## src/fblr_pkg.sv

```systemverilog
// Shared types and codes for the framebuffer line rasterizer.
// Used by the controller, the datapath, the top level and the checker.
package fblr_pkg;

  // Operation codes carried by the in_operation port
  typedef enum logic [1:0] {
    OP_WRITE = 2'd0,
    OP_READ  = 2'd1,
    OP_LINE  = 2'd2,
    OP_NOP   = 2'd3
  } op_t;

  // Configuration register indexes
  localparam logic CFG_ROWS = 1'b0;
  localparam logic CFG_COLS = 1'b1;

  // Fixed field widths
  localparam int COORD_W = 12;
  localparam int DIM_W   = 7;
  localparam int DATA_W  = 32;
  localparam int ERR_W   = 14;

  // Reset value of both area registers
  localparam logic [DIM_W-1:0] DIM_RESET = 7'd64;

  // Controller to datapath commands
  typedef struct packed {
    logic load;        // capture request fields
    logic clear_wr;    // write zero at the clear counter
    logic pix_wr;      // write the request value at the current point
    logic rd_issue;    // present the current point to the read port
    logic rd_capture;  // take read data into the result
    logic line_init;   // start the error term
    logic line_step;   // plot the current point and advance
    logic out_load;    // move the result into the output register
  } cmd_t;

  // Datapath to controller status
  typedef struct packed {
    logic clr_last;    // clear counter is at the last entry
    logic at_end;      // current point equals the line end point
    op_t  op;          // operation of the request in flight
  } status_t;

endpackage

```

## src/fblr_ctrl.sv

```systemverilog
// Controller state machine of the framebuffer line rasterizer.
// Depends on fblr_pkg for the command, status and operation types.
module fblr_ctrl
  import fblr_pkg::*;
(
  input  logic    clk,
  input  logic    rst_n,
  input  logic    in_valid,
  output logic    in_ready,
  output logic    out_valid,
  input  logic    out_ready,
  input  status_t sts,
  output cmd_t    cmd
);

  typedef enum logic [2:0] {
    S_CLEAR,
    S_IDLE,
    S_EXEC,
    S_LINE,
    S_RDATA,
    S_FINISH
  } state_t;

  state_t state_r, state_nxt;
  logic   out_valid_r, out_valid_nxt;

  // Decode commands and next state
  always_comb begin
    cmd       = '0;
    state_nxt = state_r;
    unique case (state_r)
      S_CLEAR: begin
        cmd.clear_wr = 1'b1;
        if (sts.clr_last) begin
          state_nxt = S_IDLE;
        end
      end
      S_IDLE: begin
        if (in_valid) begin
          cmd.load  = 1'b1;
          state_nxt = S_EXEC;
        end
      end
      S_EXEC: begin
        unique case (sts.op)
          OP_WRITE: begin
            cmd.pix_wr = 1'b1;
            state_nxt  = S_FINISH;
          end
          OP_READ: begin
            cmd.rd_issue = 1'b1;
            state_nxt    = S_RDATA;
          end
          OP_LINE: begin
            cmd.line_init = 1'b1;
            state_nxt     = S_LINE;
          end
          default: begin
            state_nxt = S_FINISH;
          end
        endcase
      end
      S_LINE: begin
        cmd.line_step = 1'b1;
        if (sts.at_end) begin
          state_nxt = S_FINISH;
        end
      end
      S_RDATA: begin
        cmd.rd_capture = 1'b1;
        state_nxt      = S_FINISH;
      end
      S_FINISH: begin
        if (!out_valid_r || out_ready) begin
          cmd.out_load = 1'b1;
          state_nxt    = S_IDLE;
        end
      end
      default: begin
        state_nxt = S_IDLE;
      end
    endcase
    out_valid_nxt = cmd.out_load | (out_valid_r & ~out_ready);
  end

  // Hold state and output valid
  always_ff @(posedge clk) begin
    if (!rst_n) begin
      state_r     <= S_CLEAR;
      out_valid_r <= 1'b0;
    end else begin
      state_r     <= state_nxt;
      out_valid_r <= out_valid_nxt;
    end
  end

  assign in_ready  = (state_r == S_IDLE);
  assign out_valid = out_valid_r;

endmodule

```

## config.mk

```make
export PLATFORM = sky130hd
export DESIGN_NAME = fblr_ctrl
export DESIGN_NICKNAME = d
export VERILOG_FILES = /design/src/fblr_pkg.sv /design/src/fblr_ctrl.sv
export SDC_FILE = /design/constraint.sdc
export NUM_CORES = 1
export LEC_CHECK = 0
export ABC_AREA = 1
export BUFFER_PORTS_ARGS = -buffer_cell sky130_fd_sc_hd__buf_2
export CAP_MARGIN = 20
export CORE_AREA = 2 2 39 41
export CTS_BUF_LIST = sky130_fd_sc_hd__clkbuf_8
export CTS_CLUSTER_DIAMETER = 60
export DETAILED_ROUTE_END_ITERATION = 6
export DIE_AREA = 0 0 41 43
export GPL_TIMING_DRIVEN = 0
export PLACE_DENSITY = 0.62
export SKIP_CTS_REPAIR_TIMING = 1
export SYNTH_ARGS = -nofsm -noshare
export SYNTH_HDL_FRONTEND = slang
export SYNTH_SLANG_ARGS = --single-unit
```

## constraint.sdc

```tcl
create_clock -name clk -period 1.05 [get_ports clk]
set_clock_uncertainty 0.1 [all_clocks]
set_input_delay 0.21 -clock clk [delete_from_list [all_inputs] [get_ports clk]]
set_output_delay 0.21 -clock clk [all_outputs]
set_load 0.005 [all_outputs]
```

## Yosys cells after proc, flatten, opt, wreduce, memory -nomap -nowiden

Cells that the tools add are included.

- Input port bits: 8
- Output and inout port bits: 10
- Flip-flop bits (word level): 4

- Bitwise logic cells: 3
- Muxes and demuxes: 18
- Reductions and logical operators: 5
- Equality and inequality tests: 11

Operators with widths:

| kind | count |
|---|---|
| one-hot mux 3 bit (6 select lines) | 1 |
| two-way mux 3 bit | 4 |
| two-way mux 1 bit | 11 |
| inequality test 2 bit (second input constant) | 4 |
| == test 3 x 2 -> 1 bit (second input constant) | 2 |
| == test 3 bit (second input constant) | 2 |
| one-hot mux 3 bit (2 select lines) | 1 |
| AND reduction 4 bit | 1 |
| == test 3 x 1 -> 1 bit (second input constant) | 1 |
| zero test 3 bit | 1 |
| == test 2 x 1 -> 1 bit (second input constant) | 1 |
| == test 2 bit (second input constant) | 1 |
| zero test 2 bit | 1 |
| two-way mux 2 bit | 1 |
| AND 1 bit | 1 |
| zero test 1 bit | 1 |
| logical OR 1 bit | 1 |
| NOT 1 bit | 1 |
| bitwise OR 1 bit | 1 |

## Logic depth before layout (Yosys ltp)

- Word-level depth: 5
- Gate-level depth with buffers: 8
- Mapped depth without buffers: 8

## Worst setup path after synthesis

OpenSTA, ideal clock, no wires.

- Path kind: flip-flop to flip-flop
- Start: register state_r[1]
- End: register state_r[1]
- Arrival time: 0.911 ns
- Setup slack: -0.073 ns
- Stages on the path, launching flop included: 8
- Period minus slack after synthesis: 1.123 ns
- Setup time: 0.113 ns
- Cell sequence: dfxtp_1 > inv_1 > nand3_1 > inv_1 > nor2_1 > nand3_1 > nand2_1 > nor2_1

- Word-level cells in the longest chain between the ends: 3
- Elaborated cells on any way between the ends: 12

Ends and longest elaborated chain:

| what | line | source |
|---|---|---|
| start, declared | fblr_ctrl.sv:25 | `state_t state_r, state_nxt;` |
| start signal, assigned | fblr_ctrl.sv:93 | `state_r <= state_nxt;` |
| == test 3 x 1 -> 1 bit * | - |  |
| via in_ready | fblr_ctrl.sv:9 | `output logic in_ready,` |
| inequality test 2 bit (no source line) | - |  |
| AND reduction 4 bit (no source line) | - |  |

The timed path passes the listed nets; every way through them passes the cells marked *.
A chain may end at the register's enable or synchronous reset.

==> impl_metrics.tcl <==
set metrics [dict create \
    grt_pass1_vias 348 \
    status "complete, but fails checks" \
    rr_startpoint "state_r[1]$_SDFFE_PN0P_" \
    synth_top_cell_by_area "dfxtp_1" \
    syn_nets 67 \
    cts_made_buffers 3 \
    endpoint "cmd[5]" \
    grtUsageTotal 0.111 \
    die-area_sq_mm 0.00176 \
    clock_sinks 4 \
    place_hpwl_microns 621 \
    grt_pass1_wl_mm 1.31 \
    place_congestion 0.751 \
    maxCapViolations 0 \
    power.density_mw_per_mm2 2550 \
    hold_viol 0 \
    synth_seq_cells 4 \
    via_count 435 \
    critPathArrivalTime_ns 0.98 \
    worst-setup-path-type "flip-flop to output pin" \
    required_ns 0.74 \
    die_y_microns 43 \
    setup_ws_ns -0.240 \
    finalPower_uw 1490 \
    antenna_found_initial 0 \
    initial_core_util 0.250 \
    seq_area_frac_synth 0.231 \
    io_buffers 17 \
    syn_area_per_cell_sq_um 5.87 \
    dr.pass1.iters 4 \
    vdd_ir_drop_max_uv 968 \
    max_freq_ghz 0.775 \
    slew_headroom 0.868 \
    synth_top_area_share 0.231 \
    synth_top_cells_by_area "dfxtp_1 23%, nor2_1 17%, inv_1 11%" \
    setup_viol 12 \
    netlist_instances 59 \
    fp.dieW_microns 41 \
    critPathMaxStageDelay_ns 0.36 \
    ant_nets 0 \
    fin_tns_setup_ns -2.45 \
    rr_worst_depth 7 \
    leakagePower_uw 0.000319 \
    cp-start-kind "flip-flop" \
    finalNetCount 92 \
    core_area_sq_mm 0.00138 \
    routed_wl_microns 904 \
    num_io_pins 18 \
    cts-root-buf "clkbuf_8" \
    r2r-end "state_r[2]$_SDFFE_PN0P_" \
    drv_slew 0 \
    h-tree-depth 1 \
    area_growth_syn_to_layout_pct 67.9 \
    ys_types 18 \
    critPathLaunch "state_r[2]$_SDFFE_PN0P_" \
    worstSkewPairLatency_ns 0.22 \
    endpoint_kind "output pin" \
    cp_max_fo 6 \
    drc 0 \
    whs_ns 0.146 \
    antenna_cells 0 \
    tightestPinTransition_ns 0.196 \
    crit_slowest_cell "dfxtp_4" \
    grt_start_max_net_pins 7 \
    failed_checks "negative setup slack" \
    synth_area_sq_um 347 \
    design_area_sq_um 582 \
    drtIter0Drc 4 \
    rsz0062_at_grt "true" \
    wl_per_cell_microns 9.22 \
    grt_overflow 0 \
    row_count 14 \
    finalWorstPathRequiredPeriod_ns 1.29 \
    yosysWarnings 0 \
    place_area_sq_um 465 \
    finalCritPeriodShare 1.23 \
    routed_via_density 4.44 \
    worstHoldPathType "input port to flip-flop" \
    clkTransAtPathRegs_ns 0.03 \
    clock_path_buffers 2 \
    cts_tree "built" \
    reg2reg_slack_ns -0.20 \
    crit_chain "inv_6, nand3_4, nor3_2, buf_2" \
    drive_gt1_frac 0.549 \
]
## worst min-delay path by stage
stage	start	end	cells after the start	slack [ns]
2_1_floorplan	rst_n	state_r[1]$_SDFFE_PN0P_	2	0.22
3_3_place_gp	rst_n	state_r[2]$_SDFFE_PN0P_	3	0.37
3_5_place_dp	rst_n	state_r[2]$_SDFFE_PN0P_	3	0.36
4_1_cts	rst_n	state_r[2]$_SDFFE_PN0P_	3	0.14
5_1_grt	rst_n	state_r[1]$_SDFFE_PN0P_	3	0.15
6_report	rst_n	state_r[1]$_SDFFE_PN0P_	3	0.15
## cell usage after synthesis
cell type / n
nor2_1: 16
inv_1: 10
nand2_1: 8
dfxtp_1: 4
nand3_1: 3
nand3_2: 3
a21oi_1: 2
inv_2: 2
nand2_2: 2
a21boi_0: 1
nand3b_1: 1
nand4_1: 1
nor2_2: 1
nor2_4: 1
nor3_1: 1
o21ai_0: 1
o21ai_2: 1
or2_2: 1
## state kept, by name, summed over array words and instances (netlist names)
signal     count
out_valid      1
state_r        3
## power breakdown
part / internal (uW) / switching [uW] / total, uW / leakage (uW)
Clock: 244 / 76.8 / 321 / 0.0000216
Sequential: 238 / 129 / 367 / 0.0000353
Combinational: 355 / 442 / 797 / 0.000263
Total: 838 / 648 / 1490 / 0.000319
## logic make-up after synthesis
family / Yosys count / share of synthesized area
flip-flops: 4 / 0.231
buffers and inverters: 12 / 0.130
AO/OA/AOI/OAI: 5 / 0.0903
AND/OR/NAND/NOR: 38 / 0.549
## through the flow
| step | cells | util | setup slack, ns |
|---|---|---|---|
| after floorplan | 59 | - | 0.00667 |
| after global placement | 92 | 0.336 | -0.0985 |
| after detailed placement | 92 | 0.336 | -0.0989 |
| after CTS | 95 | 0.366 | -0.304 |
| after global routing | 98 | 0.420 | -0.298 |
| final | 98 | 0.420 | -0.240 |
## metal layers
layer | global-route usage | up-vias | wire length [microns]
li1 | - | 229 | -
met1 | 0.151 | 189 | 369
met3 | 0.0785 | 0 | 76
met4 | 0.0200 | 0 | 0
met2 | 0.144 | 17 | 458
met5 | 0 | - | 0
## final cells by class
class / count / area [sq um]
Fill cell: 149 / 802
Multi-Input combinational cell: 43 / 264
Timing Repair Buffer: 20 / 111
Sequential cell: 4 / 92.6
Inverter: 12 / 52.6
Clock buffer: 3 / 41.3
Tap cell: 16 / 20.0
## layout by cell type, fill, tap and decap left out
cell and instances:
a21boi_0 1, a21oi_2 2, buf_2 17, buf_4 2, buf_6 1, clkbuf_8 3, dfxtp_2 1, dfxtp_4 3
inv_1 8, inv_2 2, inv_4 1, inv_6 1, nand2_1 8, nand2_2 2, nand3_1 2, nand3_2 2
nand3_4 2, nand3b_1 1, nand4_1 1, nor2_1 15, nor2_2 2, nor2_4 1, nor3_2 1, o21ai_0 1
o21ai_4 1, or2_2 1
## worst max-delay path, delay by kind of cell, from the launching register on
family	cells	cell delay, ns
and+or+nand+nor	2	0.19
buffers and inverters	2	0.20
DFF	1	0.36
(Power assumes the default switching activity.)
